<file path="src/hw/rtl/clnwd_pkg.sv">
`default_nettype none

package clnwd_pkg;

  // One input transaction.
  typedef struct packed {
    logic [1:0]  opcode;
    logic [7:0]  byte_value;
    logic [7:0]  position;
    logic [15:0] number;
  } clnwd_in_t;

  // One port write.
  typedef struct packed {
    logic [7:0] port_value;
    logic       last_of_run;
  } clnwd_out_t;

  // Opcodes.
  localparam logic [1:0] OP_CMD  = 2'd0;
  localparam logic [1:0] OP_DATA = 2'd1;
  localparam logic [1:0] OP_NUM  = 2'd2;
  localparam logic [1:0] OP_NONE = 2'd3;

  // Port byte forming.
  localparam logic [7:0] LOW_KEEP    = 8'h0f;
  localparam logic [7:0] NIBBLE_MASK = 8'hf4;
  localparam logic [7:0] LATCH_VALUE = 8'h00;
  localparam logic [7:0] ASCII_ZERO  = 8'h30;

  // Division by ten as (n * RECIP) >> RECIP_SHIFT, exact for all 16-bit n.
  localparam logic [15:0] RECIP       = 16'hcccd;
  localparam int          RECIP_SHIFT = 19;

  // Microcode fields.
  typedef enum logic [1:0] {
    EM_NONE,
    EM_HI,
    EM_LATCH,
    EM_LO
  } emit_t;

  typedef enum logic [1:0] {
    NX_STEP,      // go to the following step
    NX_BYTE_END,  // byte done: finish, or fetch the next digit
    NX_WAIT       // hold until the conversion is finished
  } nxt_t;

  typedef struct packed {
    emit_t emit;
    logic  div;
    nxt_t  nxt;
  } uword_t;

  localparam logic [2:0] STEP_HI     = 3'd0;
  localparam logic [2:0] STEP_LATCH1 = 3'd1;
  localparam logic [2:0] STEP_LO     = 3'd2;
  localparam logic [2:0] STEP_LATCH2 = 3'd3;
  localparam logic [2:0] STEP_WAIT   = 3'd4;

  // Control store.
  function automatic uword_t ucode(input logic [2:0] step);
    uword_t w;
    case (step)
      STEP_HI:     w = '{emit: EM_HI,    div: 1'b1, nxt: NX_STEP};
      STEP_LATCH1: w = '{emit: EM_LATCH, div: 1'b1, nxt: NX_STEP};
      STEP_LO:     w = '{emit: EM_LO,    div: 1'b1, nxt: NX_STEP};
      STEP_LATCH2: w = '{emit: EM_LATCH, div: 1'b1, nxt: NX_BYTE_END};
      STEP_WAIT:   w = '{emit: EM_NONE,  div: 1'b1, nxt: NX_WAIT};
      default:     w = '{emit: EM_NONE,  div: 1'b1, nxt: NX_WAIT};
    endcase
    return w;
  endfunction

endpackage

`default_nettype wire

</file>
<file path="src/hw/rtl/char_lcd_nibble_writer_decimal_core.sv">
`default_nettype none

// Character LCD writer for a 4-bit display port. A transaction is taken when
// start is high and busy is low; it asks for a command byte (opcode 0), a data
// byte (opcode 1) or an unsigned number shown in decimal after a set-address
// command (opcode 2); opcode 3 is taken and does nothing. Every byte leaves as
// four port writes, one per cycle on out_valid: high nibble with enable, a zero
// latch write, low nibble with enable, another zero. The receiver cannot stall:
// each write is present for exactly one cycle and last_of_run marks the final
// write of a transaction. Busy stays high for the whole transaction and falls as
// its final write is presented. A number sends the address byte and then one
// byte per digit; when it has more than three digits, the sequencer waits after
// the address byte until the divide-by-ten step, which produces one digit per
// cycle while the address writes go out, has made every digit.
module char_lcd_nibble_writer_decimal_core #(
  parameter int MAX_DIGITS = 5
) (
  input  wire logic                   clk,
  input  wire logic                   rst_n,
  input  wire logic                   start,
  output logic                        busy,
  input  wire clnwd_pkg::clnwd_in_t   in_item,
  output logic                        out_valid,
  output clnwd_pkg::clnwd_out_t       out_item
);

  localparam int CNT_W = $clog2(MAX_DIGITS + 1);

  // Sequencer control state.
  logic                      run_r, run_nxt;
  logic [2:0]                pc_r, pc_nxt;
  logic                      conv_busy_r, conv_busy_nxt;
  logic [CNT_W-1:0]          cnt_r, cnt_nxt;
  logic                      out_valid_r, out_valid_nxt;

  // Datapath registers.
  logic [15:0]               num_r, num_nxt;
  logic [7:0]                cur_r, cur_nxt;
  logic                      data_r, data_nxt;
  logic [3:0]                dig_r [MAX_DIGITS];
  logic [3:0]                dig_nxt [MAX_DIGITS];
  clnwd_pkg::clnwd_out_t     out_r, out_nxt;

  clnwd_pkg::uword_t         uw;
  logic                      div_en;
  logic                      pending;
  logic [31:0]               prod;
  logic [15:0]               quo;
  logic [15:0]               rem;
  logic [7:0]                mask;

  // Divide-by-ten unit: the quotient comes from a reciprocal multiply and the
  // remainder, always below ten, from one subtraction.
  assign prod = 32'(num_r) * 32'(clnwd_pkg::RECIP);
  assign quo  = 16'(prod >> clnwd_pkg::RECIP_SHIFT);
  assign rem  = num_r - ((quo << 3) + (quo << 1));

  assign uw      = clnwd_pkg::ucode(pc_r);
  assign div_en  = run_r && uw.div && conv_busy_r;
  assign pending = (cnt_r != '0);
  assign mask    = clnwd_pkg::NIBBLE_MASK | {7'd0, data_r};

  always_comb begin
    run_nxt       = run_r;
    pc_nxt        = pc_r;
    conv_busy_nxt = conv_busy_r;
    cnt_nxt       = cnt_r;
    num_nxt       = num_r;
    cur_nxt       = cur_r;
    data_nxt      = data_r;
    dig_nxt       = dig_r;
    out_valid_nxt = 1'b0;
    out_nxt       = out_r;

    if (!run_r) begin
      if (start && (in_item.opcode != clnwd_pkg::OP_NONE)) begin
        run_nxt       = 1'b1;
        pc_nxt        = clnwd_pkg::STEP_HI;
        num_nxt       = in_item.number;
        cnt_nxt       = '0;
        conv_busy_nxt = (in_item.opcode == clnwd_pkg::OP_NUM);
        data_nxt      = (in_item.opcode == clnwd_pkg::OP_DATA);
        cur_nxt       = (in_item.opcode == clnwd_pkg::OP_NUM) ? in_item.position
                                                              : in_item.byte_value;
      end
    end else begin
      // Digits are pushed least significant first onto a stack whose top is
      // entry zero, so they pop out most significant first.
      if (div_en) begin
        dig_nxt[0] = rem[3:0];
        for (int i = 1; i < MAX_DIGITS; i++) begin
          dig_nxt[i] = dig_r[i-1];
        end
        num_nxt       = quo;
        cnt_nxt       = cnt_r + 1'b1;
        conv_busy_nxt = (quo != 16'd0) &&
                        ((CNT_W+1)'(cnt_r) + 1'b1 < (CNT_W+1)'(MAX_DIGITS));
      end

      out_nxt.last_of_run = 1'b0;
      case (uw.emit)
        clnwd_pkg::EM_HI: begin
          out_valid_nxt      = 1'b1;
          out_nxt.port_value = (cur_r | clnwd_pkg::LOW_KEEP) & mask;
        end
        clnwd_pkg::EM_LATCH: begin
          out_valid_nxt      = 1'b1;
          out_nxt.port_value = clnwd_pkg::LATCH_VALUE;
        end
        clnwd_pkg::EM_LO: begin
          out_valid_nxt      = 1'b1;
          out_nxt.port_value = ({cur_r[3:0], 4'h0} | clnwd_pkg::LOW_KEEP) & mask;
        end
        default: begin
        end
      endcase

      case (uw.nxt)
        clnwd_pkg::NX_STEP: begin
          pc_nxt = pc_r + 3'd1;
        end
        clnwd_pkg::NX_BYTE_END: begin
          if (!pending) begin
            run_nxt             = 1'b0;
            out_nxt.last_of_run = 1'b1;
          end else if (conv_busy_r) begin
            pc_nxt = clnwd_pkg::STEP_WAIT;
          end else begin
            pc_nxt = clnwd_pkg::STEP_HI;
          end
        end
        clnwd_pkg::NX_WAIT: begin
          if (!conv_busy_r) begin
            pc_nxt = clnwd_pkg::STEP_HI;
          end
        end
        default: begin
          pc_nxt = clnwd_pkg::STEP_WAIT;
        end
      endcase

      // Pop the next digit whenever the sequencer returns to the first step.
      if (pending && !conv_busy_r &&
          ((uw.nxt == clnwd_pkg::NX_BYTE_END) || (uw.nxt == clnwd_pkg::NX_WAIT))) begin
        cur_nxt  = clnwd_pkg::ASCII_ZERO | {4'd0, dig_r[0]};
        data_nxt = 1'b1;
        cnt_nxt  = cnt_r - 1'b1;
        for (int i = 0; i < MAX_DIGITS - 1; i++) begin
          dig_nxt[i] = dig_r[i+1];
        end
      end
    end
  end

  always_ff @(posedge clk) begin
    if (!rst_n) begin
      run_r       <= 1'b0;
      pc_r        <= clnwd_pkg::STEP_HI;
      conv_busy_r <= 1'b0;
      cnt_r       <= '0;
      out_valid_r <= 1'b0;
    end else begin
      run_r       <= run_nxt;
      pc_r        <= pc_nxt;
      conv_busy_r <= conv_busy_nxt;
      cnt_r       <= cnt_nxt;
      out_valid_r <= out_valid_nxt;
    end
    num_r  <= num_nxt;
    cur_r  <= cur_nxt;
    data_r <= data_nxt;
    dig_r  <= dig_nxt;
    out_r  <= out_nxt;
  end

  assign busy      = run_r;
  assign out_valid = out_valid_r;
  assign out_item  = out_r;

  // The final write of a transaction leaves the block idle.
  assert property (@(posedge clk) disable iff (!rst_n)
    out_valid && out_item.last_of_run |-> !busy)
    else $error("last write issued while still busy");

  // Every real transaction starts the sequencer.
  assert property (@(posedge clk) disable iff (!rst_n)
    start && !busy && (in_item.opcode != clnwd_pkg::OP_NONE) |=> busy)
    else $error("accepted transaction did not start the sequencer");

  // The digit stack never holds more than its depth.
  assert property (@(posedge clk) disable iff (!rst_n)
    (CNT_W+1)'(cnt_r) <= (CNT_W+1)'(MAX_DIGITS))
    else $error("digit count overflow");

  // Writes only follow cycles in which the sequencer was running.
  assert property (@(posedge clk) disable iff (!rst_n)
    out_valid |-> $past(busy))
    else $error("port write without a running sequence");

endmodule

`default_nettype wire
</file>
<file path="config.mk">
export PLATFORM = sky130hd
export DESIGN_NAME = char_lcd_nibble_writer_decimal_core
export DESIGN_NICKNAME = d
export VERILOG_FILES = /design/src/hw/rtl/clnwd_pkg.sv /design/src/hw/rtl/char_lcd_nibble_writer_decimal_core.sv
export SDC_FILE = /design/constraint.sdc
export NUM_CORES = 1
export LEC_CHECK = 0
export BUFFER_PORTS_ARGS = -buffer_cell sky130_fd_sc_hd__buf_2
export CORE_ASPECT_RATIO = 1.75
export CORE_MARGIN = 2
export CORE_UTILIZATION = 40
export DETAILED_ROUTE_END_ITERATION = 7
export HOLD_SLACK_MARGIN = 0.02
export PLACE_DENSITY_LB_ADDON = 0.15
export SYNTH_ARGS = -nofsm -noshare
export SYNTH_HDL_FRONTEND = slang
export SYNTH_SLANG_ARGS = --single-unit
</file>
<file path="constraint.sdc">
create_clock -name clk -period 6.53 [get_ports clk]
set_input_delay 0.3265 -clock clk [delete_from_list [all_inputs] [get_ports clk]]
set_output_delay 0.3265 -clock clk [all_outputs]
set_load 0.005 [all_outputs]
</file>
* After elaboration in Yosys (flattened, before gate mapping)
Index checks and enable logic that the tools add are counted.
Storage, ports and cells: register bits 63, bits in latches 0, memory bits (writable) 0, memory bits (read-only) 0, input port bits 37, logic and storage cells 97, memories 0
Operators by class: add/subtract/negate cells 6, multiply operators 1, divide/modulo/power cells 0, $lt $le $gt $ge 1, eq/ne operators 16, shift-type cells 0, muxes and demuxes 32, bitwise operators 2, reduce and logical (&&, ||, !) cells 24
Operator list (count):
- 2-to-1 mux 16 bit | 4
- multiplier 16 x 16 -> 32 bit (second input constant) | 1
- 2-to-1 mux 8 bit | 4
- 2-to-1 mux 3 bit | 8
- case mux 8 bit (3 select lines) | 1
- 2-to-1 mux 20 bit | 1
- case mux 5 bit (4 select lines) | 1
- AND 8 bit | 2
- nonzero test 16 bit | 1
- AND reduction 2 bit | 7
- 2-to-1 mux 1 bit | 12
- case mux 3 bit (3 select lines) | 1
- equality test 2 bit (second input constant) | 4
- adder 3 x 1 -> 3 bit (second input constant) | 2
- equality test 2 x 1 -> 1 bit (second input constant) | 3
- equality test 3 x 2 -> 1 bit (second input constant) | 2
- logical AND 1 bit | 6
- != test 3 bit (second input constant) | 2
- nonzero test 3 bit | 2
- adder 3 x 1 -> 4 bit (second input constant) | 1
- adder 4 bit | 1
- < comparator 4 x 3 -> 1 bit (second input constant) | 1
- != test 2 x 1 -> 1 bit (second input constant) | 2
- nonzero test 2 bit | 2
- other kinds (11) | 11

* Longest topological paths before layout
Gate-level depths: netlist of the first run.
depth in word-level cells 7, gate-level depth with buffers 25, mapped depth without buffers 24

* Worst setup path after synthesis of the first run
OpenSTA, ideal clock, no wires.
kind reg-to-reg, start register num_r[4], end register dig_r[19] in the netlist's numbering (data pin), setup time 0.259 ns, arrival time 5.814 ns, slack 0.458 ns, cell stages (with the launch flop) 25, path buffers 1, cells stage by stage edfxtp_1 -> ha_1 -> xor2_1 -> ha_1 -> fa_1 -> inv_1 -> fa_1 -> inv_1 -> fa_1 -> inv_1 -> fa_1 -> inv_1 -> ha_1 -> buf_4 -> a21o_1 -> nor3_1 -> o21ai_2 -> and3_1 -> nor4_2 -> ha_1 -> nand2_1 -> nand2_1 -> xnor2_1 -> xnor2_1 -> o21ai_1
On the way: longest elaborated chain between the ends 5
Ends and longest elaborated chain:
- start, declared | RTL line char_lcd_nibble_writer_decimal_core.sv:37 | logic [15:0] num_r, num_nxt;
- start signal, assigned | RTL line char_lcd_nibble_writer_decimal_core.sv:169 | num_r <= num_nxt;
- multiplier 16 x 16 -> 32 bit | RTL line char_lcd_nibble_writer_decimal_core.sv:54 | assign prod = 32'(num_r) * 32'(clnwd_pkg::RECIP);
- adder 4 bit | RTL line char_lcd_nibble_writer_decimal_core.sv:56 | assign rem = num_r - ((quo << 3) + (quo << 1));
- subtractor 4 bit | RTL line char_lcd_nibble_writer_decimal_core.sv:56
- 2-to-1 mux 20 bit | RTL line char_lcd_nibble_writer_decimal_core.sv:89 | if (div_en) begin
- 2-to-1 mux 16 bit | RTL line char_lcd_nibble_writer_decimal_core.sv:143 | if (pending && !conv_busy_r &&
- end signal, assigned | RTL line char_lcd_nibble_writer_decimal_core.sv:172 | dig_r <= dig_nxt;
- end, declared | RTL line char_lcd_nibble_writer_decimal_core.sv:40 | logic [3:0] dig_r [MAX_DIGITS];
Every way passes these cells. The select of a mux whose other input is x is not followed. A chain may end at the register's enable or synchronous reset.

* Final worst setup path of the first run
start register num_r[5], end register conv_busy_r
On the way: longest elaborated chain between the ends 5
Ends and longest elaborated chain:
- multiplier 16 x 16 -> 32 bit | RTL line char_lcd_nibble_writer_decimal_core.sv:54
- nonzero test 16 bit | RTL line char_lcd_nibble_writer_decimal_core.sv:96 | conv_busy_nxt = (quo != 16'd0) &&
- logical AND 1 bit | RTL line char_lcd_nibble_writer_decimal_core.sv:96
- 2-to-1 mux 1 bit | RTL line char_lcd_nibble_writer_decimal_core.sv:89
- 2-to-1 mux 1 bit | RTL line char_lcd_nibble_writer_decimal_core.sv:75 | if (!run_r) begin
- end signal, assigned | RTL line char_lcd_nibble_writer_decimal_core.sv:165 | conv_busy_r <= conv_busy_nxt;
- end, declared | RTL line char_lcd_nibble_writer_decimal_core.sv:32 | logic conv_busy_r, conv_busy_nxt;
Every way passes these cells. The select of a mux whose other input is x is not followed.

==> results.md, run 1 <==
- Transition time at the pin with the least slew margin: roughly 1000 ps
- Setup violators final: 0
- Overflow left after global routing: 0
- Clock Tree Buf Depth: 2
- Antenna Nets Post-Route: 0
- Total of warnings raised by yosys: 0
- Crit path top cell by count: sky130_fd_sc_hd__fa_1
- Avg Inst Size Synth: roughly 10 sq um
- Starting density of the core: 40.8%
- Hold Path Sink: cur_r[4]
- Ys async rst share: 0%
- Final max-slew violation count: 0
- CP peak stage delay: roughly 580 ps
- CP endpoint kind: flip-flop
- Final Hold Violating Endpoints: 0
- Root buffer cell: sky130_fd_sc_hd__clkbuf_16
- Area share of the largest cell type after synthesis: around 22%
- Number of gates on the worst path with buffers counted: 19
- Layout-stage area growth over the synthesis result: 12.1%
- Post-synth design cell area: 7830 sq um
- Final worst-path setup slack: about 140 ps
- Cts bufs inserted: 9
- Count of antenna diodes in the layout: 0
- Die width: 110 um
- IO Pins: 48
- Slew headroom: 32.3%
- Data arrival at the endpoint of the critical path: between 6000 and 7000 ps
- Wire length of the first global-routing pass: about 32 mm
- Critical Path Slowest Stage Cell: sky130_fd_sc_hd__fa_1
- Seq/Total Area, Yosys: between 20% and 30%
- Vias in the first global route: ~6,200
- Die area: 20,800 sq um
- Clock sink total: 61
- Ranking of synthesized cells by area: sky130_fd_sc_hd__ha_1 22%, sky130_fd_sc_hd__fa_1 20%, sky130_fd_sc_hd__edfxtp_1 20%
- Post-synthesis cell count: between 700 and 800
- First-pass iteration count of the detailed router: 4
- Clock slew seen by the registers of the worst setup and hold paths: 60 ps
- TritonCTS clock tree: yes
- Sequence of cells on the critical path: buf_4, ha_1, fa_1, fa_1, inv_1, fa_1, inv_1, fa_1, ha_1, ha_1, a21oi_1, a21oi_1, o21ai_0, a22oi_2, nand2_2, o221ai_1, a21oi_2, xnor2_1, o41a_1
- Bufs and invs on worst path: 3
- Worst hold path type: input pin to flip-flop
- Peak fanout along the critical path: 9
- Drt initial violations: about 140
- Count of vias placed by the detailed router: around 5,600
- Cell variety after synth: between 60 and 70
- Hold Path Origin: in_item[20]
- Maximum clock rate: between 150 and 200 MHz
- Count of port buffers added during placement: between 40 and 50
- Library cell occupying the most area in the post-synthesis netlist: sky130_fd_sc_hd__ha_1
- Register-to-Register Path Depth: 19
- Instance count along the most critical hold path: 2
- Vias per Instance: ~5.1
- Post-place setup slack: around 83 ps
- Total number of nets in the final design: around 1,100
- Tmin final: ~6400 ps
- Number of enable flip-flop cells after synthesis: 52
- Overall track demand over capacity in global routing: between 20% and 30%
- Die height: between 150 and 200 um
- Post-Route WL: 20.4 mm
- Reg2reg end: conv_busy_r
- Origin of the critical flop-to-flop path: num_r[5]
- Kind of start point of the critical path: flip-flop
- Slack of the worst reg-to-reg path: approximately 140 ps
- Total of fill cells in the finished design: around 1,900
- Clock insertion delay at the later pin of the skew report: 340 ps
- Level count of the clock H-tree: 3
- Cell row count: 67
- Result of the run: finished clean
- Routability cong.: around 0.95
- Kind of cell adding the most delay to the critical path: adder cells
- DRC violations left: 0
- Number of flip-flops and latches in the synthesized netlist: 61
- Pin count of the biggest net entering global routing: 33
- Detail Placement HPWL: ~18 mm
- Synth Flop Type: sky130_fd_sc_hd__edfxtp_1
- Post-DR wirelength/cell: approximately 19 um
- Final clock period utilization by the worst path: between 90% and 100%
- Initial antenna violation count: 0
- Number of buffers added to fix hold violations after cts: 0
- Startpoint-to-endpoint class of the critical path: flip-flop to flip-flop
- Number of maximum-capacitance violations: 0
- Core Footprint: ~19,000 sq um
- Required time at the worst-slack endpoint: 6740 ps
- Maximum clock skew at final layout: approximately 6.4 ps
- Fraction of final layout cells sized beyond drive strength 1: a little over an eighth
-- per-stage QoR --
step                util (%)  hold slack, ps  TNS, ps  cell area (sq um)  std cells
floorplan                  -             427        0               7840        787
global placement        43.7             441        0               8390       1071
detailed placement      43.7             450        0               8390       1071
CTS                     45.1             278        0               8660       1087
global route            45.7             294     -137               8780       1096
finish                  45.7             281        0               8780       1096
-- synthesized netlist by cell type, types with 11 or more instances --
cell and count:
sky130_fd_sc_hd__nor2b_1 11, sky130_fd_sc_hd__xor2_1 13, sky130_fd_sc_hd__a21oi_1 21, sky130_fd_sc_hd__o21ai_0 25
sky130_fd_sc_hd__mux2_2 11, sky130_fd_sc_hd__nand2_1 40, sky130_fd_sc_hd__inv_1 206, sky130_fd_sc_hd__ha_1 139
sky130_fd_sc_hd__nor2_1 28, sky130_fd_sc_hd__a21o_1 11, sky130_fd_sc_hd__a22o_1 12, sky130_fd_sc_hd__edfxtp_1 52
sky130_fd_sc_hd__xnor2_1 11, sky130_fd_sc_hd__fa_1 80
-- state kept, by name, indices dropped and copies added, names as in the netlist --
signal,cells
cnt_r,3
conv_busy_r,1
data_r,1
num_r,16
dig_r,20
cur_r,8
busy,1
pc_r,3
out_valid,1
out_item,7
-- worst max path at each step --
stage                     startpoint           to
after detailed placement    num_r[7]    dig_r[19]
after global routing        num_r[5]  conv_busy_r
after floorplan             num_r[4]    dig_r[19]
after CTS                   num_r[8]  conv_busy_r
final                       num_r[5]  conv_busy_r
after global placement      num_r[7]  conv_busy_r
-- final cells by class --
type                       instances  area (sq um)  share of cell area [%]
multi-input combinational        506          5310                    60.5
sequential                        61          1740                    19.8
inverter                         206           773                    8.81
timing repair buffer              66           383                    4.36
tap                              241           302                    3.44
clock buffer                      12           246                    2.81
clock inverter                     4          25.0                   0.285
-- cell usage in the layout (no fill, tap or decap), types with 3 or more instances in the layout --
master,synthesis,final
sky130_fd_sc_hd__nand2_1,40,39
sky130_fd_sc_hd__and2_1,4,4
sky130_fd_sc_hd__o21ai_0,25,24
sky130_fd_sc_hd__ha_1,139,138
sky130_fd_sc_hd__clkbuf_16,0,9
sky130_fd_sc_hd__o21ai_2,1,3
sky130_fd_sc_hd__buf_2,0,45
sky130_fd_sc_hd__dfxtp_1,9,9
sky130_fd_sc_hd__nor3_1,9,8
sky130_fd_sc_hd__o211ai_1,3,3
sky130_fd_sc_hd__a211oi_1,4,3
sky130_fd_sc_hd__a21oi_2,3,3
sky130_fd_sc_hd__nand3_1,8,8
sky130_fd_sc_hd__xor2_1,13,13
sky130_fd_sc_hd__fa_1,80,80
sky130_fd_sc_hd__nand4_1,4,4
sky130_fd_sc_hd__a211o_1,3,3
sky130_fd_sc_hd__a21boi_0,3,3
sky130_fd_sc_hd__inv_1,206,206
sky130_fd_sc_hd__mux2i_1,8,8
sky130_fd_sc_hd__mux2_2,11,11
sky130_fd_sc_hd__nor2_1,28,28
sky130_fd_sc_hd__a21o_1,11,11
sky130_fd_sc_hd__xnor2_1,11,11
sky130_fd_sc_hd__edfxtp_1,52,52
sky130_fd_sc_hd__a21oi_1,21,21
sky130_fd_sc_hd__nor2b_1,11,11
sky130_fd_sc_hd__and3_1,4,4
sky130_fd_sc_hd__buf_4,3,21
sky130_fd_sc_hd__a22o_1,12,12
-- layer usage --
layer	GRT usage (%)	vias to the layer above	wire, um
li1	-	2723	-
met5	0	-	0
met3	1.69	55	389
met4	10.6	0	1180
met2	40.2	120	11500
met1	21.8	2720	7380
-- logic make-up after synthesis --
kind of cell,share of synthesized area [%]
buffers and inverters,10.8
adder cells (fa/ha/maj),42.7
AND/OR/NAND/NOR,7.94
AO/OA/AOI/OAI,11.1
flip-flops,22.2
XOR/XNOR,2.68
multiplexers,2.60
other,0.0479
-- timing repair --
action | in CTS | in global routing
hold endpoints to repair | 0 | 0
buffers inserted | 0 | 9
setup endpoints to repair | 0 | 5
gates resized for setup | 0 | 11
Power of run 1 is left out: the tool's default activity adds up to more than one toggle a clock period on the data nets, which glitch-free logic cannot reach.
==> run 2, diff against run 1 <==
- RECOVER_POWER: default -> 50
==> run 2 against run 1 <==
Compared with the run above: count of clock-buffer cells in the layout is the same; critical path depth unchanged; sequential cell count stayed put; utilization is 0.052 points lower; clock skew barely moved; via count barely moved; setup slack better by 19 ps; maximum frequency increased by 0.30%; register-to-register slack gained 20 ps; final cell count unchanged; critical endpoint unchanged; largest cell class unchanged; highest routed layer unchanged.
==> results.md, run 2 (same netlist as run 1, synthesis figures left out) <==
- Result of the run: finished clean
- Most common cell after layout, fill and taps aside: sky130_fd_sc_hd__inv_1
- Final worst-path setup slack: 161 ps
- Vias per Instance: about 5.1
- Clock sink total: 61
- Overflow left after global routing: 0
- Count of vias placed by the detailed router: approximately 5,600
- Layout-stage area growth over the synthesis result: 11.9%
- Cell row count: 67
- Peak fanout along the critical path: 9
- Drt initial violations: 140
- Overall track demand over capacity in global routing: a little over a fifth
- Origin of the critical flop-to-flop path: num_r[5]
- GR Util met1: between 20% and 30%
- Vias in the first global route: between 6,000 and 7,000
- Grt met2 use: about two fifths
- Hold Path Sink: cur_r[4]
- Setup violators final: 0
- Number of buffers added to fix hold violations after cts: 0
- Routability cong.: between 0.9 and 1
- Antenna Nets Post-Route: 0
- Root buffer cell: sky130_fd_sc_hd__clkbuf_16
- Slack of the worst reg-to-reg path: about 160 ps
- CP peak stage delay: between 500 and 600 ps
- Post-place setup slack: 83.5 ps
- Total number of nets in the final design: 1,106
- Post-DR wirelength/cell: around 19 um
- Core Footprint: ~19,000 sq um
- Starting density of the core: 40.8%
- Maximum clock skew at final layout: a little under 6 ps
- Data arrival at the endpoint of the critical path: around 6600 ps
- Area of the multi-input gates: ~5300 sq um
- TritonCTS clock tree: yes
- Sequence of cells on the critical path: buf_4, ha_1, fa_1, fa_1, inv_1, fa_1, inv_1, fa_1, ha_1, ha_1, a21oi_1, a21oi_1, o21ai_0, a22oi_2, nand2_2, o221ai_1, a21oi_2, xnor2_1, o41a_1
- Register-to-Register Path Depth: 19
- Die height: about 190 um
- Required time at the worst-slack endpoint: between 6000 and 7000 ps
- Startpoint-to-endpoint class of the critical path: flip-flop to flip-flop
- Wire length of the first global-routing pass: about 32 mm
- Clock insertion delay at the later pin of the skew report: 340 ps
- Final max-slew violation count: 0
- Tmin final: 6370 ps
- Slew headroom: a little under a third
- Fraction of final layout cells sized beyond drive strength 1: between 10 and 15%
- Critical Path Slowest Stage Cell: sky130_fd_sc_hd__fa_1
- Largest Register: dig_r
- Final Hold Violating Endpoints: 0
- Level count of the clock H-tree: 3
- Die width: approximately 110 um
- Count of antenna diodes in the layout: 0
- Post-Route WL: approximately 20 mm
- Total of fill cells in the finished design: 1,855
- Transition time at the pin with the least slew margin: 1030 ps
- Cts bufs inserted: 9
- Final clock period utilization by the worst path: between 90% and 100%
- Storage cell area: around 1700 sq um
- Die area: ~21,000 sq um
- Instance count along the most critical hold path: 2
- Hold Path Origin: in_item[20]
- Detail Placement HPWL: approximately 18 mm
- Pin count of the biggest net entering global routing: 33
- Clock slew seen by the registers of the worst setup and hold paths: 60 ps
- Most Crowded Layer GR: met2
- Reg2reg end: conv_busy_r
- Number of flip-flops under the largest register name: 20
- Largest regs: dig_r: 20 flops, num_r: 16 flops, cur_r: 8 flops
- Number of maximum-capacitance violations: 0
- CP endpoint kind: flip-flop
- IO Pins: 48
- Met3 Usage GRT: 1.69%
- Maximum clock rate: between 150 and 200 MHz
- First-pass iteration count of the detailed router: 4
- Initial antenna violation count: 0
- Kind of start point of the critical path: flip-flop
- Count of port buffers added during placement: 45
- Most frequent cells in the layout: 206 x sky130_fd_sc_hd__inv_1, 138 x sky130_fd_sc_hd__ha_1, 80 x sky130_fd_sc_hd__fa_1, 52 x sky130_fd_sc_hd__edfxtp_1, 40 x sky130_fd_sc_hd__buf_2
- Worst hold path type: input pin to flip-flop
- Crit path top cell by count: sky130_fd_sc_hd__fa_1
- DRC violations left: 0
- Clock Tree Buf Depth: 2
==> run 2: how the worst max path moves through the flow <==
stage	depth (start not counted)	slack (ps)	end	startpoint
2_1_floorplan	24	460	dig_r[19]	num_r[4]
3_3_place_gp	20	150	conv_busy_r	num_r[7]
3_5_place_dp	22	80	dig_r[19]	num_r[7]
4_1_cts	20	70	conv_busy_r	num_r[8]
5_1_grt	19	-80	conv_busy_r	num_r[5]
6_report	19	160	conv_busy_r	num_r[5]
==> run 2: repair_timing <==
action                                  in CTS  in global routing
resized for setup                            0                 11
endpoints found under the setup margin       0                  5
buffers inserted                             0                  9
==> run 2: critical path: cells and delay by family (launching register included) <==
family / cells / cell delay, ps
flops: 1 / 450
compound gates: 7 / 1830
fa+ha+maj: 7 / 3320
simple gates: 1 / 130
buf+inv: 3 / 310
xor+xnor: 1 / 180
==> run 2: final cells by class <==
cell class / count / share of cell area, %
clock inverter: 4 / 0.285
tap: 241 / 3.44
timing repair buffer: 66 / 4.25
multi-input combinational: 506 / 60.5
clock buffer: 12 / 2.81
inverter: 206 / 8.82
sequential: 61 / 19.9
==> run 2: through the flow <==
step                      util (%)  cells  setup TNS [ps]  hold WS, ps  area [sq um]
final                         45.7   1096               0          282          8770
after global routing          45.7   1096            -137          294          8770
after detailed placement      43.7   1071               0          450          8390
after global placement        43.7   1071               0          441          8390
after CTS                     45.1   1087               0          278          8660
after floorplan                  -    787               0          427          7840
==> run 2: layer usage <==
metal	vias up	share of wire, %
met1	2718	36
met5	-	0
li1	2721	-
met2	119	56
met4	0	6.0
met3	57	1.9
Power of run 2 is left out for the same reason.
